--- src/design/btsd_pkg.sv ---
// package: widths, action codes and constants for the bounded table search block
package btsd_pkg;
  localparam int unsigned DepthDefault = 16;
  localparam int unsigned ValW = 32;
  localparam int unsigned SumW = 36;
  localparam int unsigned PosW = 4;
  localparam int unsigned CntW = 5;
  localparam int unsigned ActW = 3;
  localparam logic signed [ValW-1:0] EmptyMark = -32'sd999;

  localparam logic [ActW-1:0] ActQuery = 3'd0;
  localparam logic [ActW-1:0] ActAppend = 3'd1;
  localparam logic [ActW-1:0] ActRemFirst = 3'd2;
  localparam logic [ActW-1:0] ActRemAll = 3'd3;
  localparam logic [ActW-1:0] ActClear = 3'd4;
endpackage

--- src/design/btsd_ram.sv ---
// generic single-port-write ram with registered read
module btsd_ram #(
  parameter int unsigned Width = 32,
  parameter int unsigned Depth = 16
) (
  input  logic                     clk_i,
  input  logic                     we_i,
  input  logic [$clog2(Depth)-1:0] waddr_i,
  input  logic [Width-1:0]         wdata_i,
  input  logic [$clog2(Depth)-1:0] raddr_i,
  output logic [Width-1:0]         rdata_o
);
  logic [Width-1:0] mem_q [Depth];

  always_ff @(posedge clk_i) begin
    if (we_i) begin
      mem_q[waddr_i] <= wdata_i;
    end
    rdata_o <= mem_q[raddr_i];
  end
endmodule

--- src/design/bounded_table_search_delete_mode.sv ---
// top level: packed table with append, remove, search and statistics
//
//  channel | valid     | ready     | payload
//  in      | in_valid_i| in_ready_o| action_i, value_i
//  out     | out_valid_o| out_ready_i| accepted_o .. is_full_o
//
// each word is processed in steps set by the single table read port: a stats
// pass over the entries held after the action, a count pass over the table for
// each entry to find the mode, then a restoring divide of one quotient bit per
// cycle over the sum bits (36 at the default depth) for the average.
// a removal first runs a compaction pass over the entries held before it.
// reset empties the table; entries need no clearing.
// the result register holds while out_ready_i is low; no new word is taken meanwhile.
module bounded_table_search_delete_mode #(
  parameter int unsigned DEPTH = btsd_pkg::DepthDefault
) (
  input  logic                              clk_i,
  input  logic                              rst_ni,
  input  logic                              in_valid_i,
  output logic                              in_ready_o,
  input  logic [btsd_pkg::ActW-1:0]         action_i,
  input  logic signed [btsd_pkg::ValW-1:0]  value_i,
  output logic                              out_valid_o,
  input  logic                              out_ready_i,
  output logic                              accepted_o,
  output logic                              found_o,
  output logic [btsd_pkg::PosW-1:0]         position_o,
  output logic [btsd_pkg::CntW-1:0]         match_count_o,
  output logic [btsd_pkg::CntW-1:0]         entry_count_o,
  output logic signed [btsd_pkg::SumW-1:0]  sum_o,
  output logic signed [btsd_pkg::ValW-1:0]  average_o,
  output logic signed [btsd_pkg::ValW-1:0]  minimum_o,
  output logic signed [btsd_pkg::ValW-1:0]  maximum_o,
  output logic signed [btsd_pkg::ValW-1:0]  mode_o,
  output logic                              is_empty_o,
  output logic                              is_full_o
);
  localparam int unsigned AW = (DEPTH > 1) ? $clog2(DEPTH) : 1;
  localparam int unsigned NW = $clog2(DEPTH + 1);
  localparam int unsigned VW = btsd_pkg::ValW;
  localparam int unsigned SW = (btsd_pkg::ValW + AW > btsd_pkg::SumW) ?
                               btsd_pkg::ValW + AW : btsd_pkg::SumW;
  localparam int unsigned RamD = 1 << AW;

  typedef enum logic [3:0] {
    S_IDLE, S_CRD, S_CWAIT, S_CMP, S_SRD, S_SACC, S_MOUT, S_MIN, S_MEND,
    S_DIV, S_DONE
  } state_e;

  state_e state_q;
  logic [btsd_pkg::ActW-1:0] act_q;
  logic signed [VW-1:0] val_q;
  logic [NW-1:0] n_q, rd_q, wr_q, i_q, j_q;
  logic rem_q, acc_q, found_q;
  logic [NW-1:0] pos_q, mcnt_q, cnt_q, best_q;
  logic signed [SW-1:0] sum_q;
  logic signed [VW-1:0] mn_q, mx_q, md_q, cur_q;
  logic [SW-1:0] rem_div_q, quo_q;
  logic [5:0] dcnt_q;

  logic we;
  logic [AW-1:0] waddr, raddr;
  logic [VW-1:0] wdata, rdata;
  logic signed [VW-1:0] e;

  btsd_ram #(.Width(VW), .Depth(RamD)) u_ram (
    .clk_i, .we_i(we), .waddr_i(waddr), .wdata_i(wdata),
    .raddr_i(raddr), .rdata_o(rdata)
  );

  assign e = signed'(rdata);
  assign in_ready_o = (state_q == S_IDLE);

  logic [SW-1:0] abs_sum, trial;
  logic [SW:0] sub;
  assign abs_sum = sum_q[SW-1] ? SW'(-sum_q) : SW'(sum_q);
  assign trial = {rem_div_q[SW-2:0], abs_sum[dcnt_q[5:0]]};
  assign sub = {1'b0, trial} - {{(SW+1-NW){1'b0}}, n_q};

  always_comb begin
    we = 1'b0;
    waddr = wr_q[AW-1:0];
    wdata = val_q;
    raddr = rd_q[AW-1:0];
    if (state_q == S_IDLE) begin
      we = in_valid_i && (action_i == btsd_pkg::ActAppend) && (n_q < NW'(DEPTH));
      waddr = n_q[AW-1:0];
      wdata = value_i;
    end else if (state_q == S_CMP) begin
      we = !((e == val_q) && (act_q == btsd_pkg::ActRemAll
             || (act_q == btsd_pkg::ActRemFirst && !rem_q)));
      wdata = e;
    end else if (state_q == S_SACC) begin
      raddr = AW'(rd_q + 1'b1);
    end else if (state_q == S_MIN) begin
      raddr = j_q[AW-1:0];
    end
  end

  always_ff @(posedge clk_i or negedge rst_ni) begin
    if (!rst_ni) begin
      state_q <= S_IDLE;
      n_q <= '0;
      out_valid_o <= 1'b0;
    end else begin
      case (state_q)
        S_IDLE: begin
          if (in_valid_i) begin
            act_q <= action_i;
            val_q <= value_i;
            acc_q <= 1'b0;
            rem_q <= 1'b0;
            rd_q <= '0;
            wr_q <= '0;
            state_q <= S_SRD;
            if (action_i == btsd_pkg::ActAppend && n_q < NW'(DEPTH)) begin
              n_q <= n_q + 1'b1;
              acc_q <= 1'b1;
            end else if (action_i == btsd_pkg::ActClear) begin
              n_q <= '0;
              acc_q <= 1'b1;
            end else if (action_i == btsd_pkg::ActRemFirst ||
                         action_i == btsd_pkg::ActRemAll) begin
              state_q <= S_CRD;
            end
          end
        end
        S_CRD: begin
          state_q <= (rd_q == n_q) ? S_CWAIT : S_CMP;
        end
        S_CMP: begin
          if (we) begin
            wr_q <= wr_q + 1'b1;
          end else begin
            rem_q <= 1'b1;
          end
          rd_q <= rd_q + 1'b1;
          state_q <= S_CRD;
        end
        S_CWAIT: begin
          n_q <= wr_q;
          acc_q <= rem_q;
          rd_q <= '0;
          state_q <= S_SRD;
        end
        S_SRD: begin
          found_q <= 1'b0;
          pos_q <= '0;
          mcnt_q <= '0;
          sum_q <= '0;
          mn_q <= btsd_pkg::EmptyMark;
          mx_q <= btsd_pkg::EmptyMark;
          md_q <= btsd_pkg::EmptyMark;
          best_q <= '0;
          i_q <= '0;
          state_q <= S_SACC;
        end
        S_SACC: begin
          if (rd_q == n_q) begin
            i_q <= '0;
            rd_q <= '0;
            state_q <= S_MOUT;
          end else begin
            if (e == val_q) begin
              if (!found_q) pos_q <= rd_q;
              found_q <= 1'b1;
              mcnt_q <= mcnt_q + 1'b1;
            end
            sum_q <= sum_q + SW'(e);
            if (rd_q == '0 || e < mn_q) mn_q <= e;
            if (rd_q == '0 || e > mx_q) mx_q <= e;
            rd_q <= rd_q + 1'b1;
          end
        end
        S_MOUT: begin
          if (i_q == n_q) begin
            rem_div_q <= '0;
            quo_q <= '0;
            dcnt_q <= 6'(SW - 1);
            state_q <= S_DIV;
          end else begin
            j_q <= '0;
            cnt_q <= '0;
            state_q <= S_MIN;
          end
        end
        S_MIN: begin
          if (rd_q != NW'(DEPTH)) begin
            rd_q <= NW'(DEPTH);
            cur_q <= e;
          end else begin
            if (j_q != '0) begin
              if (e == cur_q) cnt_q <= cnt_q + 1'b1;
            end
            if (j_q == n_q) begin
              state_q <= S_MEND;
            end
            j_q <= j_q + 1'b1;
          end
        end
        S_MEND: begin
          if (cnt_q > best_q) begin
            best_q <= cnt_q;
            md_q <= cur_q;
          end
          i_q <= i_q + 1'b1;
          rd_q <= i_q + 1'b1;
          state_q <= S_MOUT;
        end
        S_DIV: begin
          if (n_q == '0) begin
            quo_q <= '0;
            state_q <= S_DONE;
          end else begin
            if (!sub[SW]) begin
              rem_div_q <= sub[SW-1:0];
              quo_q <= {quo_q[SW-2:0], 1'b1};
            end else begin
              rem_div_q <= trial;
              quo_q <= {quo_q[SW-2:0], 1'b0};
            end
            if (dcnt_q == '0) state_q <= S_DONE;
            dcnt_q <= dcnt_q - 1'b1;
          end
        end
        S_DONE: begin
          if (!out_valid_o) begin
            out_valid_o <= 1'b1;
            accepted_o <= acc_q;
            found_o <= found_q;
            position_o <= btsd_pkg::PosW'(pos_q);
            match_count_o <= btsd_pkg::CntW'(mcnt_q);
            entry_count_o <= btsd_pkg::CntW'(n_q);
            sum_o <= btsd_pkg::SumW'(sum_q);
            average_o <= sum_q[SW-1] ? VW'(-quo_q) : VW'(quo_q);
            minimum_o <= mn_q;
            maximum_o <= mx_q;
            mode_o <= md_q;
            is_empty_o <= (n_q == '0);
            is_full_o <= (n_q == NW'(DEPTH));
          end else if (out_ready_i) begin
            out_valid_o <= 1'b0;
            state_q <= S_IDLE;
          end
        end
        default: state_q <= S_IDLE;
      endcase
    end
  end

  assert property (@(posedge clk_i) disable iff (!rst_ni) n_q <= NW'(DEPTH))
    else $error("entry count above depth");
  assert property (@(posedge clk_i) disable iff (!rst_ni)
    out_valid_o |-> state_q == S_DONE)
    else $error("result shown outside done");
  assert property (@(posedge clk_i) disable iff (!rst_ni)
    (state_q == S_CMP) |-> wr_q <= rd_q)
    else $error("compaction write ahead of read");
  assert property (@(posedge clk_i) disable iff (!rst_ni)
    out_valid_o |-> !in_ready_o)
    else $error("input taken while result pending");
endmodule
--- config.mk ---
export PLATFORM = sky130hd
export DESIGN_NAME = bounded_table_search_delete_mode
export DESIGN_NICKNAME = d
export VERILOG_FILES = /design/src/design/btsd_pkg.sv /design/src/design/btsd_ram.sv /design/src/design/bounded_table_search_delete_mode.sv
export SDC_FILE = /design/constraint.sdc
export NUM_CORES = 2
export LEC_CHECK = 0
export ABC_CLOCK_PERIOD_IN_PS = 44100
export BUFFER_PORTS_ARGS = -buffer_cell sky130_fd_sc_hd__buf_2
export CORE_UTILIZATION = 45
export DETAILED_ROUTE_END_ITERATION = 10
export PLACE_DENSITY = 0.58
export SETUP_SLACK_MARGIN = 0.3
export SLEW_MARGIN = 10
export SYNTH_ARGS = -nofsm -noshare
export SYNTH_HDL_FRONTEND = slang
export SYNTH_SLANG_ARGS = --single-unit
--- constraint.sdc ---
create_clock -name clk_i -period 44.1 [get_ports clk_i]
set_clock_uncertainty 0.2 [all_clocks]
set_input_delay 4.41 -clock clk_i [delete_from_list [all_inputs] [get_ports clk_i]]
set_output_delay 4.41 -clock clk_i [all_outputs]
set_load 0.01 [all_outputs]
Yosys cells after proc, flatten, opt, wreduce, memory -nomap -nowiden --
Memory sizes are Yosys's and may differ from the RTL's. A register that Yosys moved wholly into a read port is not among the register bits. Cells that the tools add are included.
Word-level totals: register bits after elaboration 506, bits in latches 0, bits in writable memories 512, ROM bits 0, input port bits 39, output and inout port bits 184, logic and storage cells 233, memories 1
Memories:
- u_ram.mem_q | words 16, bits a word 32, rd ports 1, clocked after memory_dff 1, write ports 1, RTL line btsd_ram.sv:13 | logic [Width-1:0] mem_q [Depth];
Cells by class: add/subtract/negate cells 12, multipliers 0, div/mod/pow operators 0, order comparisons 5, eq/ne operators 45, shift operators 0, multiplexer cells 89, bitwise logic cells 1, reduce and logical (&&, ||, !) cells 44
Operators with widths (number):
- $mux W32 | 9
- $pmux W32 S2 | 4
- $mux W35 | 3
- $mux W5 | 16
- $mux W36 | 2
- $pmux W36 S2 | 1
- $pmux W35 S2 | 1
- $mux W4 | 17
- $eq A32 B32 Y1 | 2
- $pmux W5 S2 | 6
- $pmux W4 S11 | 1
- $sub A36 B5 Y37 | 1
- $add A36 B32 Y36 | 1
- $neg A36 Y36 | 1
- $add A5 B1 Y5 const B | 7
- $gt A32 B32 Y1 | 1
- $lt A32 B32 Y1 | 1
- $neg A32 Y32 | 1
- $reduce_and A4 Y1 | 8
- $pmux W5 S6 | 1
- $reduce_and A3 Y1 | 9
- $ne A2 B2 Y1 const B | 12
- $eq A4 B3 Y1 const B | 4
- $mux W1 | 16
- other kinds (37) | 71

Longest topological paths before layout --
word-level depth 9, depth in mapped cells 22, mapped depth without buffers 20

Hierarchy --
Synthesis repeated with hierarchy kept, for this count alone.
Second synthesis, totals: cells, all modules 2939, area total of the unflattened synthesis 45478.6 µm²
Modules (own cells, without submodules):
- bounded_table_search_delete_mode | times used 1, cells each 2101, area an instance 25624.6 µm², sequential area each 15144.5 µm²
- btsd_ram | times used 1, cells each 838, area an instance 19854.0 µm², sequential area each 16015.4 µm²

Least setup slack after synthesis --
OpenSTA, ideal clock, no wires.
path kind input -> register, start in rst_ni, end reg accepted_o, enable pin, setup time 984 ps, arrival time 17800 ps, data required time 42916 ps, slack 25116 ps, stages 2, buffers on the path 1, path through clkbuf_1 nor3b_1
Between the ends: cells in the longest elaborated chain, start to end 1
RTL lines:
- start, declared | RTL line bounded_table_search_delete_mode.sv:18 | input logic rst_ni,
- $reduce_and A3 Y1 (no line)
- end signal, assigned | RTL line bounded_table_search_delete_mode.sv:229 | accepted_o <= acc_q;
- end, declared | RTL line bounded_table_search_delete_mode.sv:25 | output logic accepted_o,
Every way passes these cells. A chain may end at the register's enable or synchronous reset.

Final worst setup path --
start reg state_q[1], end out in_ready_o
Between the ends: cells in the longest elaborated chain, start to end 1
RTL lines:
- start, declared | RTL line bounded_table_search_delete_mode.sv:50 | state_e state_q;
- start signal, assigned | RTL line bounded_table_search_delete_mode.sv:129 | state_q <= (rd_q == n_q) ? S_CWAIT : S_CMP;
- $logic_not A4 Y1 | RTL line bounded_table_search_delete_mode.sv:72 | assign in_ready_o = (state_q == S_IDLE);
- end, declared | RTL line bounded_table_search_delete_mode.sv:20 | output logic in_ready_o,
Every way passes these cells.

==> reports/qor.csv <==
metric;value;unit
largest net degree at the start of global routing;183;
Syn Nets;3366;
worst hold path cell count;0;
first-pass GRT wire length;172000;um
metal3 WL;7110;um
Routed met1 length;51400;um
most frequent CP cell;buf_4;
hold_buf cts;0;
combinational power share;0.361;
Crit path buffers/inverters;4;
Final Hold Violating Endpoints;0;
Root Driver;clkbuf_16;
Synth area leaders;edfxtp_1 (65%), mux2i_1 (11%), ha_1 (3.3%);
CP Launch Type;flip-flop;
P_sw;1290;uW
later-pin clock latency in the skew report;0.70;ns
Seq/Total Area, Yosys;0.670;
asr flop ratio synth;0.00952;
RR Startpoint;sum_q[16];
status;completed;
most frequent cell after synthesis;edfxtp_1;
setup TNS;0;ns
DP HPWL;75900;um
flops & latches, synth;1050;
actual slew at the worst max-slew pin;1.24;ns
syn_area_per_cell;14.5;sq um
Max clock buf depth;3;
DP Area;0.0497;sq mm
Worst-path clk slew;0.06;ns
Clock Power Share;0.250;
period utilisation layout;0.180;
H-Tree Depth;3;
CP max FO;74;
DR top layer;met4;
ratio of cells with drive above 1 in the final layout;0.154;
crit-path leading delay family;buffers and inverters;
Worst slew margin;0.172;
die height;324;um
RSZ-0062 raised after global routing;false;
area grow syn2layout;14.4;%
pre-CTS setup slack;36.34;ns
final hold slack;0.219;ns
Die W;324;um
I/O Buffers;222;
Cells after Synth;3203;
slowest CP cell;buf_4;
TritonCTS Buffers;108;
final instance area;0.0532;sq mm
Worst R2R Path Depth;18;
Max-Cap Viols;0;
Flop pwr share;0.390;
ys flop type;edfxtp_1;
Worst VDD drop;0.0697;mV
clock sinks;1050;
RD Place Congestion;0.898;
synth cell count leaders;edfxtp_1 (1008), mux2i_1 (495), nor2_1 (187);
routed vias;27600;
TritonCTS clock tree;yes;
Leak Pwr;0.0197;uW
Slew Limit Fails;0;
worst setup margin;36.18;ns
Yosys cell types;73;
Synth top area share;0.651;
total congestion overflow;0;
PostCTS Resize Cnt;0;
FP Rows;117;
first-iteration detailed-routing DRC count;2407;
vias in the first global route;27100;
Setup violations, final;0;
initial cell density of the core;0.455;
reg-to-reg endpoint;rem_div_q[31];
routed length on met2;55600;um
Worst Hold Endpoint;mode_o[18];
Vias per Instance;5.59;
cell taking the most area after synthesis;edfxtp_1;
WP data arrival;3.31;ns
wire per inst;23.7;um
Routed Antenna Nets;0;
cell area after synthesis;0.0465;sq mm
Achievable Freq;126;MHz
Worst EP required;39.49;ns
total global-route track usage;0.223;
post-CTS setup buffers;0;
CP peak stage delay;0.65;ns
YS warnings;0;
CP cell instances;buf_4 -> nor2_1 -> nand2_2 -> buf_4 -> inv_1 -> buf_2;
drt total wl;117000;um
EDFF count, synth;1008;
Cell Int Power;2310;uW
final net count;3644;
Fill cells;8522;
Util after Layout;0.521;
worst min-delay path class;reg2reg;
hold_sp;md_q[18];
# DRC;0;
crit path capture type;output port;
DRT Pass-1 Iters;5;
Final Critical Period;7.92;ns
Core Area;0.102;sq mm
I/O pin cnt;223;
crit path kind;reg2out;
initial antenna violation count;3;
die area;0.105;sq mm
Net Sw Frac;0.358;
r2r setup slk;37.07;ns
PD cells;67.5;mW/mm^2
[sequential cells by signal, summed over array words and instances (netlist names), 35 cells and up]
signal / flops
rem_div_q: 35
sum_o: 36
sum_q: 36
u_ram.mem_q: 512
[cells by family after synthesis]
kind of cell,Yosys count,share of synthesized area
compound gates,371,0.0540
mux,495,0.106
flops,1050,0.670
xor+xnor,196,0.0369
buf+inv,243,0.0202
fa+ha+maj,124,0.0337
simple gates,724,0.0790
[layout by cell type, fill, tap and decap left out, types with 10 or more instances in the layout]
master,synthesis,layout
a211oi_1,12,12
a21boi_0,14,12
a21o_1,42,42
a21oi_1,63,62
a31oi_1,39,29
a31oi_2,0,10
and2_1,47,47
and3_1,23,22
buf_2,24,222
buf_4,0,82
clkbuf_1,83,31
clkbuf_16,0,109
clkinv_1,0,15
clkinv_2,0,19
dfrtp_1,10,10
dfxtp_1,32,32
edfxtp_1,1008,1008
ha_1,122,122
inv_1,104,104
mux2i_1,495,495
nand2_1,152,151
nand2b_1,18,18
nand3_1,40,40
nand4_1,31,31
nor2_1,187,171
nor2_4,0,16
nor2b_1,15,14
nor3_1,49,49
nor3b_1,12,10
nor4_1,29,29
o21a_1,18,18
o21ai_0,63,62
o31ai_1,27,27
o41ai_1,16,16
or2_2,31,31
or3_1,50,50
or4_1,12,12
xnor2_1,127,127
xor2_1,69,69
[how the worst max path moves through the flow]
stage,start,endpoint,cells past startpoint
final,state_q[1],in_ready_o,6
after global routing,state_q[1],in_ready_o,6
after CTS,state_q[1],in_ready_o,6
after detailed placement,rst_ni,pos_q[0],6
after global placement,rst_ni,pos_q[0],6
after floorplan,rst_ni,accepted_o,2
[final cells by class]
cell class | instances | area (sq um) | area share
Multi-Input combinational cell | 1910 | 14700 | 0.276
Timing Repair Buffer | 306 | 1770 | 0.0332
Clock inverter | 60 | 564 | 0.0106
Antenna cell | 1 | 2.50 | 0.0000470
Sequential cell | 1050 | 31200 | 0.585
Tap cell | 1368 | 1710 | 0.0322
Clock buffer | 146 | 2930 | 0.0550
Inverter | 105 | 394 | 0.00741
[through the flow]
step	power, uW	std cells
final	3590	4946
after floorplan	2280	3203
after global placement	2680	4739
after CTS	3610	4945
after global routing	3770	4946
after detailed placement	2710	4739
[layer usage]
layer,global-route usage,vias to the layer above
li1,-,12700
met1,0.300,13900
met2,0.367,849
met3,0.0419,171
met4,0.0696,0
met5,0,-
[power by group through the flow]
| stage | logic [uW] | clock network (uW) | registers, uW |
|---|---|---|---|
| finish | 1300 | 896 | 1400 |
| global route | 1410 | 950 | 1410 |
| CTS | 1300 | 913 | 1400 |
| detailed placement | 1290 | 0 | 1420 |
| global placement | 1270 | 0 | 1420 |
| floorplan | 900 | 0 | 1380 |
Power figures use the tool's default switching activity.
